--- src/hdl/jsv_pkg.sv ---
package jsv_pkg;

    localparam int MAX_DEPTH_DEF = 64;
    localparam int DL_W = 7;
    localparam logic [DL_W-1:0] DEPTH_LIMIT_RST = 7'd64;

    typedef enum logic [4:0] {
        S_TOP       = 5'd0,
        S_OBJ_FIRST = 5'd1,
        S_OBJ_NAME  = 5'd2,
        S_NAME      = 5'd3,
        S_NAME_ESC  = 5'd4,
        S_NAME_HEX  = 5'd5,
        S_COLON     = 5'd6,
        S_VALUE     = 5'd7,
        S_ARR_FIRST = 5'd8,
        S_AFTER     = 5'd9,
        S_STR       = 5'd10,
        S_STR_ESC   = 5'd11,
        S_STR_HEX   = 5'd12,
        S_LIT_N     = 5'd13,
        S_LIT_T     = 5'd14,
        S_LIT_F     = 5'd15,
        S_N_SIGN    = 5'd16,
        S_N_ZERO    = 5'd17,
        S_N_INT     = 5'd18,
        S_N_DOT     = 5'd19,
        S_N_FRAC    = 5'd20,
        S_N_EXP     = 5'd21,
        S_N_EXPS    = 5'd22,
        S_N_EXPD    = 5'd23
    } t_state;

    typedef enum logic [3:0] {
        E_NONE    = 4'd0,
        E_TOP     = 4'd1,
        E_NAME    = 4'd2,
        E_COLON   = 4'd3,
        E_VALUE   = 4'd4,
        E_COMMA   = 4'd5,
        E_ESCAPE  = 4'd6,
        E_STRING  = 4'd7,
        E_LITERAL = 4'd8,
        E_NUMBER  = 4'd9,
        E_UNCLOSED = 4'd10,
        E_DEEP    = 4'd11
    } t_err;

    typedef struct packed {
        logic       doc_valid;
        logic [3:0] error_kind;
        logic [31:0] error_offset;
    } t_result;

    function automatic logic is_blank(input logic [7:0] c);
        return c == 8'h20 || c == 8'h09 || c == 8'h0a || c == 8'h0d;
    endfunction

    function automatic logic is_digit(input logic [7:0] c);
        return c >= 8'h30 && c <= 8'h39;
    endfunction

    function automatic logic is_hex(input logic [7:0] c);
        return is_digit(c) || (c >= 8'h61 && c <= 8'h66) || (c >= 8'h41 && c <= 8'h46);
    endfunction

    // expected literal character at a given progress
    function automatic logic [7:0] lit_char(input t_state s, input logic [2:0] p);
        logic [7:0] r;
        r = 8'h00;
        case (s)
            S_LIT_N: case (p)
                3'd1: r = 8'h75;
                3'd2: r = 8'h6c;
                3'd3: r = 8'h6c;
                default: r = 8'h00;
            endcase
            S_LIT_T: case (p)
                3'd1: r = 8'h72;
                3'd2: r = 8'h75;
                3'd3: r = 8'h65;
                default: r = 8'h00;
            endcase
            default: case (p)
                3'd1: r = 8'h61;
                3'd2: r = 8'h6c;
                3'd3: r = 8'h73;
                3'd4: r = 8'h65;
                default: r = 8'h00;
            endcase
        endcase
        return r;
    endfunction

endpackage

--- src/hdl/jsv_if.sv ---
interface jsv_in_if;
    logic       valid;
    logic       ready;
    logic [7:0] text_byte;
    logic       end_of_doc;
    modport source (output valid, output text_byte, output end_of_doc, input ready);
    modport sink (input valid, input text_byte, input end_of_doc, output ready);
endinterface

interface jsv_out_if;
    logic        valid;
    logic        ready;
    logic        doc_valid;
    logic [3:0]  error_kind;
    logic [31:0] error_offset;
    modport source (output valid, output doc_valid, output error_kind, output error_offset,
                    input ready);
    modport sink (input valid, input doc_valid, input error_kind, input error_offset,
                  output ready);
endinterface

--- src/hdl/json_syntax_validator_top.sv ---
// Streaming JSON syntax checker. One byte is taken per clock unless the input
// is held off; the push-down state update for each byte is combinational, so
// the block runs at one byte per cycle. The byte marked end_of_doc yields one
// result (valid flag, first error kind, its byte offset) in the result register
// as that byte is taken, and clears the document state; depth_limit persists. A
// result waiting in the result register holds off the input only while the
// result side is not ready. The nesting stack is a memory of MAX_DEPTH one-bit
// entries; the top entry is kept in a register, refreshed by a registered read
// of the entry that becomes the top when a container closes.
module json_syntax_validator_top #(
    parameter int MAX_DEPTH = jsv_pkg::MAX_DEPTH_DEF
) (
    input  logic                     i_clk,
    input  logic                     i_rst_n,
    jsv_in_if.sink                   in_w,
    jsv_out_if.source                out_w,
    input  logic                     i_cfg_we,
    input  logic [jsv_pkg::DL_W-1:0] i_cfg_wdata
);
    import jsv_pkg::*;

    localparam int DW = $clog2(MAX_DEPTH + 1);
    localparam int AW = (MAX_DEPTH > 1) ? $clog2(MAX_DEPTH) : 1;

    logic [DL_W-1:0]      r_limit;
    logic                 r_stack [MAX_DEPTH];
    logic                 r_top;
    logic [DW-1:0]        r_depth, n_depth;
    t_state               r_state, n_state;
    logic [2:0]           r_lit, n_lit;
    logic [2:0]           r_hex, n_hex;
    t_err                 r_err, n_err;
    logic [31:0]          r_pos, n_pos_ctr;
    logic [31:0]          r_epos, n_epos;
    logic                 r_ovalid;
    t_result              r_res, n_res;

    logic accept;
    logic [7:0] c;
    logic last;
    logic top_obj;
    logic push_en;
    logic push_obj;
    logic [DW-1:0] rd_full;
    logic [AW-1:0] rd_addr;
    logic [DW-1:0] lim;
    logic [DW+DL_W:0] lim_ext;

    assign in_w.ready  = !r_ovalid || out_w.ready;
    assign accept      = in_w.valid && in_w.ready;
    assign c           = in_w.text_byte;
    assign last        = in_w.end_of_doc;
    assign out_w.valid = r_ovalid;
    assign out_w.doc_valid    = r_res.doc_valid;
    assign out_w.error_kind   = r_res.error_kind;
    assign out_w.error_offset = r_res.error_offset;

    always_comb begin
        if ({{(DW+1){1'b0}}, r_limit} < (DW+DL_W+1)'(MAX_DEPTH))
            lim_ext = {{(DW+1){1'b0}}, r_limit};
        else
            lim_ext = (DW+DL_W+1)'(MAX_DEPTH);
    end
    assign lim = lim_ext[DW-1:0];

    assign top_obj = (r_depth != '0) && r_top;
    assign rd_full = n_depth - DW'(1);
    assign rd_addr = rd_full[AW-1:0];

    always_comb begin
        t_err   fl;
        t_state s;
        logic [DW-1:0] dd;
        t_err fk;
        t_err ee;
        logic [31:0] eo;
        logic do_after, do_open, open_obj, do_vstart;
        n_depth = r_depth;
        n_state = r_state;
        n_lit   = r_lit;
        n_hex   = r_hex;
        push_en  = 1'b0;
        push_obj = 1'b0;
        dd = '0;
        fl = E_NONE;
        do_after = 1'b0;
        do_open = 1'b0;
        open_obj = 1'b0;
        do_vstart = 1'b0;
        s = r_state;
        unique case (s)
            S_TOP: begin
                if (!is_blank(c)) begin
                    if (c == 8'h7b) begin do_open = 1'b1; open_obj = 1'b1; end
                    else if (c == 8'h5b) do_open = 1'b1;
                    else fl = E_TOP;
                end
            end
            S_OBJ_FIRST: begin
                if (!is_blank(c)) begin
                    if (c == 8'h7d) begin
                        dd = r_depth - DW'(1);
                        n_depth = dd;
                        n_state = (dd == '0) ? S_TOP : S_AFTER;
                    end else if (c == 8'h22) n_state = S_NAME;
                    else fl = E_NAME;
                end
            end
            S_OBJ_NAME: begin
                if (!is_blank(c)) begin
                    if (c == 8'h22) n_state = S_NAME;
                    else fl = E_NAME;
                end
            end
            S_NAME, S_STR: begin
                if (c == 8'h5c) n_state = (s == S_NAME) ? S_NAME_ESC : S_STR_ESC;
                else if (c == 8'h22) n_state = (s == S_NAME) ? S_COLON : S_AFTER;
            end
            S_NAME_ESC, S_STR_ESC: begin
                case (c)
                    8'h22, 8'h5c, 8'h2f, 8'h62, 8'h66, 8'h6e, 8'h72, 8'h74:
                        n_state = (s == S_NAME_ESC) ? S_NAME : S_STR;
                    8'h75: begin
                        n_hex = 3'd4;
                        n_state = (s == S_NAME_ESC) ? S_NAME_HEX : S_STR_HEX;
                    end
                    default: fl = E_ESCAPE;
                endcase
            end
            S_NAME_HEX, S_STR_HEX: begin
                if (!is_hex(c)) fl = E_ESCAPE;
                else begin
                    n_hex = (r_hex != 3'd0) ? r_hex - 3'd1 : 3'd0;
                    if (n_hex == 3'd0) n_state = (s == S_NAME_HEX) ? S_NAME : S_STR;
                end
            end
            S_COLON: begin
                if (!is_blank(c)) begin
                    if (c == 8'h3a) n_state = S_VALUE;
                    else fl = E_COLON;
                end
            end
            S_VALUE: do_vstart = 1'b1;
            S_ARR_FIRST: begin
                if (c == 8'h5d) begin
                    dd = r_depth - DW'(1);
                    n_depth = dd;
                    n_state = (dd == '0) ? S_TOP : S_AFTER;
                end else do_vstart = 1'b1;
            end
            S_AFTER: do_after = 1'b1;
            S_LIT_N, S_LIT_T, S_LIT_F: begin
                if (r_lit != 3'd0 && r_lit <= ((s == S_LIT_F) ? 3'd4 : 3'd3)
                    && c == lit_char(s, r_lit)) begin
                    if (r_lit == ((s == S_LIT_F) ? 3'd4 : 3'd3)) begin
                        n_lit = 3'd0;
                        n_state = S_AFTER;
                    end else n_lit = r_lit + 3'd1;
                end else fl = E_LITERAL;
            end
            S_N_SIGN: begin
                if (c == 8'h30) n_state = S_N_ZERO;
                else if (is_digit(c)) n_state = S_N_INT;
                else fl = E_NUMBER;
            end
            S_N_ZERO, S_N_INT: begin
                if (is_digit(c)) begin
                    if (s == S_N_ZERO) fl = E_NUMBER;
                end else if (c == 8'h2e) n_state = S_N_DOT;
                else if (c == 8'h65 || c == 8'h45) n_state = S_N_EXP;
                else do_after = 1'b1;
            end
            S_N_DOT: begin
                if (is_digit(c)) n_state = S_N_FRAC;
                else fl = E_NUMBER;
            end
            S_N_FRAC: begin
                if (!is_digit(c)) begin
                    if (c == 8'h65 || c == 8'h45) n_state = S_N_EXP;
                    else do_after = 1'b1;
                end
            end
            S_N_EXP: begin
                if (c == 8'h2b || c == 8'h2d) n_state = S_N_EXPS;
                else if (is_digit(c)) n_state = S_N_EXPD;
                else fl = E_NUMBER;
            end
            S_N_EXPS: begin
                if (is_digit(c)) n_state = S_N_EXPD;
                else fl = E_NUMBER;
            end
            S_N_EXPD: if (!is_digit(c)) do_after = 1'b1;
            default: n_state = S_TOP;
        endcase

        if (do_vstart && !is_blank(c)) begin
            n_lit = 3'd0;
            case (c)
                8'h7b: begin do_open = 1'b1; open_obj = 1'b1; end
                8'h5b: do_open = 1'b1;
                8'h22: n_state = S_STR;
                8'h6e: begin n_state = S_LIT_N; n_lit = 3'd1; end
                8'h74: begin n_state = S_LIT_T; n_lit = 3'd1; end
                8'h66: begin n_state = S_LIT_F; n_lit = 3'd1; end
                8'h2d: n_state = S_N_SIGN;
                8'h30: n_state = S_N_ZERO;
                default: begin
                    if (c >= 8'h31 && c <= 8'h39) n_state = S_N_INT;
                    else fl = E_VALUE;
                end
            endcase
        end

        if (do_open) begin
            if (r_depth >= lim) fl = E_DEEP;
            else begin
                push_en  = 1'b1;
                push_obj = open_obj;
                n_depth = r_depth + DW'(1);
                n_state = open_obj ? S_OBJ_FIRST : S_ARR_FIRST;
            end
        end

        if (do_after) begin
            n_state = S_AFTER;
            if (!is_blank(c)) begin
                if (c == 8'h2c) n_state = top_obj ? S_OBJ_NAME : S_VALUE;
                else if ((c == 8'h7d && top_obj) || (c == 8'h5d && !top_obj)) begin
                    dd = (r_depth != '0) ? r_depth - DW'(1) : '0;
                    n_depth = dd;
                    n_state = (dd == '0) ? S_TOP : S_AFTER;
                end else fl = E_COMMA;
            end
        end

        if (r_err != E_NONE) begin
            n_depth = r_depth;
            n_state = r_state;
            n_lit   = r_lit;
            n_hex   = r_hex;
            push_en = 1'b0;
            fl      = E_NONE;
        end

        n_pos_ctr = (r_pos != 32'hffff_ffff) ? r_pos + 32'd1 : r_pos;
        n_err  = r_err;
        n_epos = r_epos;
        if (r_err == E_NONE && fl != E_NONE) begin
            n_err  = fl;
            n_epos = r_pos;
        end

        // error raised when the document ends inside a construct
        fk = E_UNCLOSED;
        if ((n_state >= S_NAME && n_state <= S_NAME_HEX)
            || (n_state >= S_STR && n_state <= S_STR_HEX)) fk = E_STRING;
        else if (n_state >= S_LIT_N && n_state <= S_LIT_F) fk = E_LITERAL;
        else if (n_state == S_N_SIGN || n_state == S_N_DOT || n_state == S_N_EXP
                 || n_state == S_N_EXPS) fk = E_NUMBER;
        ee = n_err;
        eo = n_epos;
        if (n_err == E_NONE && n_state != S_TOP) begin
            ee = fk;
            eo = n_pos_ctr;
        end
        n_res.doc_valid    = (ee == E_NONE);
        n_res.error_kind   = ee;
        n_res.error_offset = (ee == E_NONE) ? 32'd0 : eo;
    end

    always_ff @(posedge i_clk) begin
        if (!i_rst_n) begin
            r_limit <= DEPTH_LIMIT_RST;
        end else if (i_cfg_we) begin
            r_limit <= i_cfg_wdata;
        end
    end

    always_ff @(posedge i_clk) begin
        if (!i_rst_n) begin
            r_depth  <= '0;
            r_state  <= S_TOP;
            r_lit    <= 3'd0;
            r_hex    <= 3'd0;
            r_err    <= E_NONE;
            r_pos    <= 32'd0;
            r_epos   <= 32'd0;
            r_ovalid <= 1'b0;
        end else begin
            if (accept && last) r_ovalid <= 1'b1;
            else if (out_w.ready) r_ovalid <= 1'b0;
            if (accept) begin
                if (last) begin
                    r_depth  <= '0;
                    r_state  <= S_TOP;
                    r_lit    <= 3'd0;
                    r_hex    <= 3'd0;
                    r_err    <= E_NONE;
                    r_pos    <= 32'd0;
                    r_epos   <= 32'd0;
                end else begin
                    r_depth <= n_depth;
                    r_state <= n_state;
                    r_lit   <= n_lit;
                    r_hex   <= n_hex;
                    r_err   <= n_err;
                    r_pos   <= n_pos_ctr;
                    r_epos  <= n_epos;
                end
            end
        end
    end

    // stack memory, top entry cached with a registered read
    always_ff @(posedge i_clk) begin
        if (accept && push_en) r_stack[r_depth[AW-1:0]] <= push_obj;
        if (accept) r_top <= push_en ? push_obj : r_stack[rd_addr];
        if (accept && last) r_res <= n_res;
    end

    assert property (@(posedge i_clk) disable iff (!i_rst_n)
        (accept && last) |=> (out_w.valid && r_depth == '0 && r_err == E_NONE))
        else $error("result not raised or state not cleared at end of document");
    assert property (@(posedge i_clk) disable iff (!i_rst_n)
        r_depth <= lim_ext[DW-1:0] || r_depth <= DW'(MAX_DEPTH))
        else $error("nesting depth beyond limit");
    assert property (@(posedge i_clk) disable iff (!i_rst_n)
        (out_w.valid && out_w.doc_valid) |-> (out_w.error_kind == E_NONE))
        else $error("valid document carries an error code");

endmodule

--- src/flat_wrapper.sv ---
// flat-port wrapper written by rule: the top's interface ports become plain ports
module json_syntax_validator_top_flat import jsv_pkg::*;
#(
    parameter int MAX_DEPTH = jsv_pkg::MAX_DEPTH_DEF
)
  (i_clk, i_rst_n, i_cfg_we, i_cfg_wdata, in_w_valid, in_w_text_byte, in_w_end_of_doc, in_w_ready, out_w_valid, out_w_doc_valid, out_w_error_kind, out_w_error_offset, out_w_ready);
  jsv_in_if in_w_i ();
  jsv_out_if out_w_i ();
  input  logic i_clk;
  input  logic i_rst_n;
  input  logic i_cfg_we;
  input  logic [jsv_pkg::DL_W-1:0] i_cfg_wdata;
  input wire logic [$bits(in_w_i.valid)-1:0] in_w_valid;
  input wire logic [$bits(in_w_i.text_byte)-1:0] in_w_text_byte;
  input wire logic [$bits(in_w_i.end_of_doc)-1:0] in_w_end_of_doc;
  output wire logic [$bits(in_w_i.ready)-1:0] in_w_ready;
  output wire logic [$bits(out_w_i.valid)-1:0] out_w_valid;
  output wire logic [$bits(out_w_i.doc_valid)-1:0] out_w_doc_valid;
  output wire logic [$bits(out_w_i.error_kind)-1:0] out_w_error_kind;
  output wire logic [$bits(out_w_i.error_offset)-1:0] out_w_error_offset;
  input wire logic [$bits(out_w_i.ready)-1:0] out_w_ready;
  assign in_w_i.valid = in_w_valid;
  assign in_w_i.text_byte = in_w_text_byte;
  assign in_w_i.end_of_doc = in_w_end_of_doc;
  assign in_w_ready = in_w_i.ready;
  assign out_w_valid = out_w_i.valid;
  assign out_w_doc_valid = out_w_i.doc_valid;
  assign out_w_error_kind = out_w_i.error_kind;
  assign out_w_error_offset = out_w_i.error_offset;
  assign out_w_i.ready = out_w_ready;
  json_syntax_validator_top #(.MAX_DEPTH(MAX_DEPTH)) u_core (.i_clk(i_clk), .i_rst_n(i_rst_n), .in_w(in_w_i), .out_w(out_w_i), .i_cfg_we(i_cfg_we), .i_cfg_wdata(i_cfg_wdata));
endmodule
--- config.mk ---
export PLATFORM = sky130hd
export DESIGN_NAME = json_syntax_validator_top_flat
export DESIGN_NICKNAME = d
export VERILOG_FILES = /design/src/hdl/jsv_pkg.sv /design/src/hdl/jsv_if.sv /design/src/hdl/json_syntax_validator_top.sv /design/src/flat_wrapper.sv
export SDC_FILE = /design/constraint.sdc
export NUM_CORES = 1
export LEC_CHECK = 0
export BUFFER_PORTS_ARGS = -buffer_cell sky130_fd_sc_hd__buf_4
export CAP_MARGIN = 10
export CORE_MARGIN = 5
export CORE_UTILIZATION = 40
export CTS_CLUSTER_DIAMETER = 200
export DETAILED_ROUTE_END_ITERATION = 16
export GPL_TIMING_DRIVEN = 0
export SYNTH_ARGS = -nofsm -noshare
export SYNTH_HDL_FRONTEND = slang
export SYNTH_SLANG_ARGS = --single-unit
--- constraint.sdc ---
create_clock -name i_clk -period 4.8 [get_ports i_clk]
set_clock_uncertainty 0.05 [all_clocks]
set_input_delay 0.48 -clock i_clk [delete_from_list [all_inputs] [get_ports i_clk]]
set_output_delay 0.48 -clock i_clk [all_outputs]
set_load 0.1 [all_outputs]
# == Word-level counts from Yosys, hierarchy flattened ==
# Memories as Yosys holds them, arrays and structs flattened. A register that Yosys moved wholly into a read port is not among the register bits.
# Cells that the tools add are included.
# word_totals
ram_bits,64
elab_cells,307
out_inout_bits,39
n_memories,1
inputBits,21
reg_bits,131
# op_classes
mux,144
eq_ne,62
n_reduce_logical,66
order_cmp,16
n_addsub,6
# mem_list
name,depth,word_bits,rd,rd_ports_with_merged_regs,write_ports,line,rtl
u_core.r_stack,64,1,1,1,1,json_syntax_validator_top.sv:26,logic r_stack [MAX_DEPTH];
# op_table
cell,count
$mux W32,5
$mux W5,32
$mux W4,35
$eq A8 B7 Y1 const B,13
$mux W7,13
$pmux W5 S15,1
$eq A8 B6 Y1 const B,9
$eq A5 B5 Y1 const B,12
$mux W3,15
$pmux W4 S11,1
$eq A5 B4 Y1 const B,8
$pmux W5 S7,1
$add A32 B1 Y32 const B,1
$ne A32 B32 Y1 const B,1
$mux W1,28
$pmux W7 S2,2
$pmux W7 S4,1
$eq A8 B4 Y1 const B,3
$pmux W7 S3,1
$eq A5 B3 Y1 const B,4
$logic_and A1 B1 Y1,18
$ge A8 B6 Y1 const B,2
$ge A8 B7 Y1 const B,2
$le A8 B7 Y1 const B,2
other kinds (47),84

# == Logic depth before layout (Yosys ltp) ==
# Gate-level depths: netlist of the first run.
# logic_depth
word_depth,26
mapped_depth,24
ltp_nobuf,20

# == Worst setup path after synthesis of the first run ==
# Ideal clock, no wire load.
# synth_path
path_kind,register to register
startpoint,register u_core.r_depth[0]
endpoint,"register u_core.r_top (read register of u_core.r_stack), data pin"
t_arrival_ps,4973
synth_period_minus_slack_ps,5186
stages_incl_launch_ff,22
path_buffers,4
required_ps,4587
setup_slack_ps,-386
setup_time_ps,163
path_cell_list,dfxtp_1 > clkbuf_1 > clkinv_1 > ha_1 > nor4b_2 > a21boi_0 > mux2i_2 > nor2_1 > a21o_1 > buf_2 > a22oi_2 > nand2_2 > clkbuf_1 > inv_1 > ha_1 > clkbuf_1 > nand2_1 > nor4b_2 > xnor2_1 > xor2_1 > or4_1 > o221ai_1
# synth_between
elab_chain_len,12
word_cells_on_any_way,22
classes_between,add/sub (3); order compare (1); mux (12); reduce/logical (6)
# synth_rtl
element,line,rtl
start: declaration,json_syntax_validator_top.sv:28,"logic [DW-1:0] r_depth, n_depth;"
start signal: assignment,json_syntax_validator_top.sv:302,r_depth <= n_depth;
$sub A7 B1 Y7,"json_syntax_validator_top.sv:102, json_syntax_validator_top.sv:146, json_syntax_validator_top.sv:229",
$mux W7,json_syntax_validator_top.sv:101,if (c == 8'h7d) begin
$mux W7,json_syntax_validator_top.sv:100,if (!is_blank(c)) begin
$pmux W7 S2,json_syntax_validator_top.sv:91,unique case (s)
$mux W7,json_syntax_validator_top.sv:215,if (r_depth >= lim) fl = E_DEEP;
$mux W7,json_syntax_validator_top.sv:214,if (do_open) begin
$mux W7,json_syntax_validator_top.sv:228,else if ((c == 8'h7d && top_obj) || (c == 8'h5d && !top_obj)) begin
$mux W7,json_syntax_validator_top.sv:227,if (c == 8'h2c) n_state = top_obj ? S_OBJ_NAME : S_VALUE;
$mux W7,json_syntax_validator_top.sv:226,if (!is_blank(c)) begin
$mux W7,json_syntax_validator_top.sv:224,if (do_after) begin
$mux W7 (*),json_syntax_validator_top.sv:236,if (r_err != E_NONE) begin
$sub A6 B1 Y6 (*),json_syntax_validator_top.sv:67,assign rd_full = n_depth - DW'(1);
end: declaration,json_syntax_validator_top.sv:27,logic r_top;
# Mark *: on every way between the ends. The rest lies on a longest branch, timed or not.
# A chain may end at the register's enable or synchronous reset.

# == Final worst setup path of the first run ==
# Ends and elaborated chain as after synthesis.

==> results.txt, run 1 <==
The run finished with clean final reports. The average cell area after synthesis is 8.49 µm². The fraction of power consumed by combinational cells is 0.212. The warning count from the yosys run is 0.

The share of the clock period used by the worst path after layout is 0.979. Of the cells placed in the final design, the portion with a size suffix greater than 1 is 0.153. Static timing analysis puts the maximum clock frequency at 0.213 GHz. The number of global-route vias before repair came out at 12700. The number of distinct library cells after synthesis came out at 105. The sequential-to-total area share from yosys stat is 0.364. The fraction of synthesis flops using an asynchronous set or reset pin is 0. The share of total power dissipated in the clock network is 0.351. The die span in x is 194 µm. The ratio of routed vias to standard cells came out at 6.28.

In this run the most critical hold path is launched from i_cfg_wdata[6]. The instance count along the most critical hold path came out at 3. The share of total power dissipated in sequential elements is 0.437. The routed via count is 13600. The floorplan step defined a core boundary enclosing 33500 µm². The total grt overflow is 0. The endpoint required time on the critical path is 5.04 ns.

The share of total power consumed by net switching came out at 0.326. The ratio of total power to cell area is 258 nW/µm². The nature of the critical path startpoint is a flip-flop. The die area is 37800 µm². The commonest register cell after synthesis is edfxtp_1.

For this design the total switching power over the nets is 1.33 mW. The worst slew margin relative to its limit is 0.369. The count of inserted antenna diode cells came out at 0. No sink is reached through more buffers than the 2 on the longest clock path.

The routing layer with the top usage in global route is met2. The tree is rooted in a clkbuf_16. The total nets after synthesis came out at 1646. The cell-internal power came out at 2.76 mW.

The number of synthesized register bits is 196. The starting utilization of the core area came out at 0.406. By startpoint and endpoint, the worst setup path is classified as flip-flop to flip-flop. In the global route stage, overall resource usage came out at 0.241.

The count of antenna-violating nets left after detailed routing came out at 0. The worst hold endpoint is u_core.r_limit[6]$_SDFFE_PN1P_. TritonCTS built the clock tree. The routed wire length came out at 47.9 mm.

The shortest period the worst path allows came out at 4.70 ns. STA classifies the critical path endpoint as a flip-flop. The total power is 4.09 mW. The post-synth design cell area is 13600 µm². The number of antenna violations at the first check in global routing is 0.

Data on the critical path arrives at its endpoint at 4.94 ns. The number of clock sinks came out at 196. The remaining routing DRC violations came out at 0.

Synthesis produced a netlist whose cell count is 1602. The growth of design area from synthesis to finish came out at 16.3%. The number of enable-type register cells in the synthesized netlist is 102. The core occupancy in the finished layout is 0.472. The total setup violations reported at the end of the flow is 0.

The post-detailed-route wirelength per cell came out at 22.2 µm. The largest voltage drop on the vdd net is 0.239 mV. The path class of the tightest hold or removal check is input port to flip-flop. The last weighted congestion value of the routability-driven placer is 0.966. The routing usage on met3 came out at 0.0377. The worst register-to-register path ends at u_core.r_top$_DFFE_PP_. The first TritonRoute pass finished after 6 iterations.

The met1 layer usage reported by global route came out at 0.335. The floorplan has 67 rows. The number of DRC markers in iteration 0 is 1473. The maximum net fanout on the critical path is 10. The static leakage is 5.34 nW. The number of nets in the layout is 1742. The met2 usage came out at 0.379. The max-slew violation count came out at 0. The later pin in the worst-skew pair is clocked with a latency of 0.46 ns. In this run the count of I/O pins placed on the die edge is 60. The number of maximum-capacitance constraint violations came out at 0. The number of hold violations in the final report came to 0. The depth of the worst register-to-register path is 22. The total half-perimeter wirelength after legalization and detailed placement is 34.2 mm.

The die extent in y is 194 µm. Buffers inserted during clock tree synthesis total 17. The worst register-to-register path begins at u_core.r_depth[0]$_SDFFE_PN0P_. The global-route wire length before repair came out at 73.4 mm.

The count of input and output buffers came out at 55. The largest net degree at the start of global routing is 65. The number of levels in the clock H-tree is 4. The transition at the pin with the smallest max-transition slack came out at 0.934 ns.

The post-CTS clock slew at the launch and capture registers of the worst setup and hold paths came out at 0.08 ns. Across all register-to-register paths, the minimum setup slack is 0.1 ns.
## worst max path at each step
stage	slack (ns)	endpoint	startpoint	cells after the start
6_report	0.1	u_core.r_top$_DFFE_PP_	u_core.r_depth[0]$_SDFFE_PN0P_	22
4_1_cts	-0.05	u_core.r_top$_DFFE_PP_	u_core.r_depth[0]$_SDFFE_PN0P_	23
2_1_floorplan	0.05	u_core.r_top$_DFFE_PP_	u_core.r_depth[0]$_SDFFE_PN0P_	20
3_5_place_dp	-1.35	u_core.r_top$_DFFE_PP_	u_core.r_depth[0]$_SDFFE_PN0P_	21
3_3_place_gp	-1.59	u_core.out_w.error_offset[31]$_SDFFCE_PN0P_	u_core.r_depth[0]$_SDFFE_PN0P_	16
5_1_grt	-0.03	u_core.r_top$_DFFE_PP_	u_core.r_depth[0]$_SDFFE_PN0P_	22
## power by group through the flow
stage | Clock (mW) | Sequential (mW) | Combinational (mW)
floorplan | 0 | 1.93 | 0.438
global placement | 0 | 1.83 | 0.772
detailed placement | 0 | 1.83 | 0.781
CTS | 1.45 | 1.79 | 0.831
global route | 1.52 | 1.79 | 0.913
finish | 1.43 | 1.79 | 0.866
## kinds of logic (layout without fill, tap and decap cells)
family	after synthesis	in the layout	synth area share
and+or+nand+nor	671	671	0.262
muxes	36	36	0.0284
AOI/OAI and AO/OA	478	478	0.254
buffers and inverters	174	283	0.0547
adders and majority gates	23	23	0.0212
DFF	196	196	0.364
xor gates and xnor gates	24	24	0.0160
## state kept, by name (all words and copies together) (netlist names)
register,flops
u_core.out_w.error_kind,4
u_core.out_w.valid,1
u_core.r_state,5
u_core.r_err,4
u_core.r_stack,64
u_core.out_w.doc_valid,1
u_core.r_hex,3
u_core.r_epos,32
u_core.r_lit,3
u_core.out_w.error_offset,32
u_core.r_top,1
u_core.r_depth,7
u_core.r_limit,7
u_core.r_pos,32
## layer usage
| layer | vias up | wire (µm) |
|---|---|---|
| met5 | - | 0 |
| met4 | 0 | 1900 |
| met3 | 122 | 3510 |
| met2 | 660 | 21500 |
| met1 | 6530 | 21000 |
| li1 | 6252 | - |
## metrics by stage
step | setup TNS, ns | instance area, µm² | setup slack [ns] | instances | hold WS [ns]
6_report | 0 | 15800 | 0.0998 | 2159 | 0.230
3_5_place_dp | -61.75 | 14600 | -1.35 | 2107 | 0.439
3_3_place_gp | -80.70 | 14600 | -1.59 | 2105 | 0.436
4_1_cts | -0.0669 | 15600 | -0.0521 | 2151 | 0.216
2_1_floorplan | 0 | 13600 | 0.0481 | 1602 | 0.410
5_1_grt | -0.0290 | 15800 | -0.0284 | 2159 | 0.230
## synthesized netlist by cell type, types with 24 or more instances
master      n  area share
o21ai_1    32       0.012
a221oi_1   35       0.023
nand3_1    52       0.019
dfxtp_1    94        0.14
nand2_1   127       0.035
edfxtp_1  102        0.23
nor2b_1    85       0.039
nand4_1    24       0.011
a21oi_1    69       0.025
nor2_1    152       0.042
a22oi_1    47       0.026
buf_2      25      0.0092
o21ai_0    90       0.033
clkbuf_1   88       0.024
nor3_1     52       0.019
and2_1     28       0.013
mux2i_1    26       0.019
and3_1     29       0.013
inv_1      38       0.010
## worst max-delay path: stages (launching register included)
cell and delay (ns):
dfxtp_4 0.37, buf_8 0.15, inv_8 0.06, ha_1 0.28
nand2b_4 0.13, a2111oi_4 0.07, buf_4 0.15, o31ai_4 0.35
o21ai_2 0.12, a21o_1 0.16, buf_4 0.17, a22oi_2 0.26
nand2_4 0.09, buf_6 0.15, inv_1 0.08, ha_2 0.18
clkbuf_8 0.18, nand2_1 0.11, nor4b_4 0.29, xnor2_2 0.18
xor2_2 0.21, or4_1 0.52, o221ai_1 0.22
## timing repair
item                                    CTS  global route
hold buffers                              0             0
resized for setup                        66            50
endpoints found under the setup margin   71            67
setup buffers                            12             9
pin swaps                                11            16
## layout make-up
| class | instances | area [µm²] |
|---|---|---|
| fillers | 3348 | 17700 |
| clock inverters | 13 | 136 |
| clock buffers | 19 | 443 |
| repair buffers | 78 | 631 |
| inverters | 41 | 170 |
| plain buffers | 132 | 701 |
| multi-input cells | 1232 | 8230 |
| well taps | 448 | 561 |
| flip-flops and latches | 196 | 4950 |
## layout by cell type, fill, tap and decap left out, types with 36 or more instances in the layout
master,n
nor2b_1,85
edfxtp_1,102
nor3_1,49
o21ai_0,89
inv_1,36
dfxtp_1,92
nor2_1,151
nand2_1,126
nand3_1,51
a21oi_1,69
buf_4,81
a22oi_1,47
clkbuf_1,69
No activity file was read; power rests on OpenSTA's default activity.
==> run 2: changes to the inputs <==
- clock period: 4.8 -> 4.5 ns (I/O delays scaled with it)
==> results.txt, run 2 (synthesis results as in run 1) <==
The starting utilization of the core area is 0.406. The clock tree from TritonCTS is done. The met2 usage came out at 0.387. The met1 layer usage reported by global route is 0.348. The fmax is 0.222 GHz. The share of total power dissipated in sequential elements is 0.433. The arrival time at the worst endpoint came out at 4.65 ns. The endpoint required time on the critical path is 4.64 ns. The ratio of total power to cell area came out at 268 nW/µm². The global router's overall resource usage is 0.247.

The peak per-stage delay on the critical path is 0.64 ns. The net switching power came out at 1.43 mW. The number of buffers and inverters on the critical path came out at 4. The number of hold buffers added after CTS was 0.

The remaining routing DRC violations came out at 0. The cell-internal power came out at 2.98 mW. The min-delay analysis places its worst path in the category input port to flip-flop. The checks that failed: setup timing. Counting every sink on the clock net gives 196. The shortest period the worst path allows came out at 4.51 ns. The number of maximum-capacitance constraint violations came out at 0. The max-slew violation count is 0. The number of hold violations in the final report came out at 0. The number of antenna violations at the first check in global routing came out at 0. The core occupancy in the finished layout came out at 0.490. The detailed-router iteration count before antenna repair came out at 9. The flow ran to the end, but the final reports show violations. The post-CTS clock slew at the launch and capture registers of the worst setup and hold paths is 0.08 ns. The fraction of layout instances using a drive strength above 1 is 0.193. The last weighted congestion value of the routability-driven placer is 0.948. The library cell used most frequently in the layout, excluding fill and tap cells, is nor2_1. In this run the clock root is driven by a clkbuf_16. After layout, the design draws a total of 4.40 mW. The total grt overflow is 0. The global-route wire length before repair is 75.3 mm. The worst setup path is captured at a flip-flop. The smallest setup slack after layout came out at -0.00681 ns. The share of the clock period used by the worst path after layout came out at 1.00. The routed wire length is 49.4 mm.

The TritonCTS buffer count is 17. The nature of the critical path startpoint is an input port. Using the TritonRoute via totals, the vias-per-cell ratio works out to 6.31. The post-detailed-route wirelength per cell came out at 22.5 µm. The worst-skew pair later-pin latency is 0.45 ns. The number of nets in the layout is 1775. On the critical path, the stage with the largest delay is an instance of o211ai_1. Of the total power, the share spent switching nets is 0.324. The routed via count came out at 13800. The buffer depth of the longest clock path is 2.

The number of DRC markers in iteration 0 is 1633. During I/O placement, the number of pins put on the boundary was 60. The number of global-route vias before repair is 12800. Setup repair after global routing could not meet its margin everywhere. The relative contribution of the clock network to total power is 0.337. The routing usage on met3 came out at 0.0393. The fraction of power consumed by combinational cells is 0.230. In the layout the commonest cells are 147 x nor2_1, 123 x nand2_1, 106 x buf_4, 102 x edfxtp_1, 89 x dfxtp_1. Walking the worst path, the cells encountered are buf_2 -> buf_2 -> nand4b_1 -> o211ai_1 -> nand2_1 -> a32oi_1 -> nand4_1 -> nor4_1 -> o21ai_0 -> a31oi_2 -> a41o_4 -> buf_12 -> buf_12 -> o21ai_1 -> a221o_1. The growth of design area from synthesis to finish came out at 20.8%. The H-tree was split into 4 levels.

The die area is 37800 µm². The total setup violations reported at the end of the flow came out at 2. At the pin with the least slew margin, the transition time is 1.09 ns. The count of antenna-violating nets left after detailed routing came out at 0. met2 is the most crowded layer. The aggregate negative setup slack is -0.0120 ns. The count of input and output buffers is 55.

The count of inserted antenna diode cells is 0. On the critical path the largest part of the delay comes from compound AO/OA/AOI/OAI gates. The worst slew margin relative to its limit is 0.267. The static leakage came out at 5.58 nW. The die span in x is 194 µm. The largest net degree at the start of global routing came out at 33.

The worst setup path is of the input port to flip-flop kind. The placement row count is 67. The core outline area is 33500 µm². Across the VDD grid, the largest voltage drop is 0.230 mV. The wire-length estimate of the detail-placed layout is 34.3 mm. The die extent in y came out at 194 µm.

The number of flip-flops under the largest register name came out at 64. The maximum net fanout on the critical path is 10.
[run 2: cell count changes in the layout (fill, tap and decap cells not counted), moves of 4 or more]
cell | previous run | this run
a21oi_1 | 69 | 65
buf_12 | 2 | 7
buf_4 | 81 | 106
nor2_1 | 151 | 147
nor2_2 | 0 | 4
o21ai_2 | 2 | 6
[run 2: area by class of cell]
type / count / area, µm²
plain buffers: 130 / 788
clock buffers: 20 / 447
clock inverters: 12 / 96.3
fillers: 3246 / 17100
inverters: 41 / 168
multi-input cells: 1232 / 8500
flip-flops and latches: 196 / 4960
well taps: 448 / 561
repair buffers: 111 / 905
repair inverters: 2 / 10.0
[run 2: worst paths after layout]
check / slack (ns) / endpoint / from / cells after the start
max reg2reg: -0.007 / u_core.r_top$_DFFE_PP_ / u_core.r_state[1]$_SDFFE_PN0P_ / 17
min: 0.20 / u_core.r_limit[6]$_SDFFE_PN1P_ / i_cfg_wdata[6] / 3
max: -0.007 / u_core.out_w.error_offset[25]$_SDFFCE_PN0P_ / in_w_text_byte[3] / 15
min reg2reg: 0.46 / u_core.r_hex[1]$_SDFFE_PN0P_ / u_core.r_hex[1]$_SDFFE_PN0P_ / 2
[run 2: stage by stage]
stage	cells	setup slack, ns	hold WS, ns	cell area, µm²
2_1_floorplan	1602	-0.0295	0.410	13700
3_3_place_gp	2105	-1.32	0.435	14600
3_5_place_dp	2106	-1.26	0.451	14700
4_1_cts	2171	-0.0401	0.189	16000
5_1_grt	2192	-0.132	0.215	16400
6_report	2192	-0.00681	0.204	16400
[run 2: metal layers]
layer | share of wire | routed length [µm]
met5 | 0 | 0
met4 | 0.030 | 1480
met3 | 0.074 | 3680
met1 | 0.44 | 21800
met2 | 0.45 | 22400
[run 2: power groups by stage]
stage	combinational (mW)	sequential (mW)	clock, mW
final	1.01	1.91	1.48
after global placement	0.831	1.95	0
after global routing	1.06	1.91	1.56
after detailed placement	0.839	1.95	0
after CTS	0.948	1.91	1.49
after floorplan	0.472	2.06	0
[run 2: what timing repair did]
item / in CTS / in global routing
endpoints found under the setup margin: 73 / 65
resized for setup: 110 / 70
setup buffers: 31 / 24
pin swaps: 26 / 25
cloned: 2 / 0
[run 2: worst min-delay path, cell delays in order]
cell      delay (ns)
buf_4           0.08
nand2_1         0.06
o211ai_1        0.08
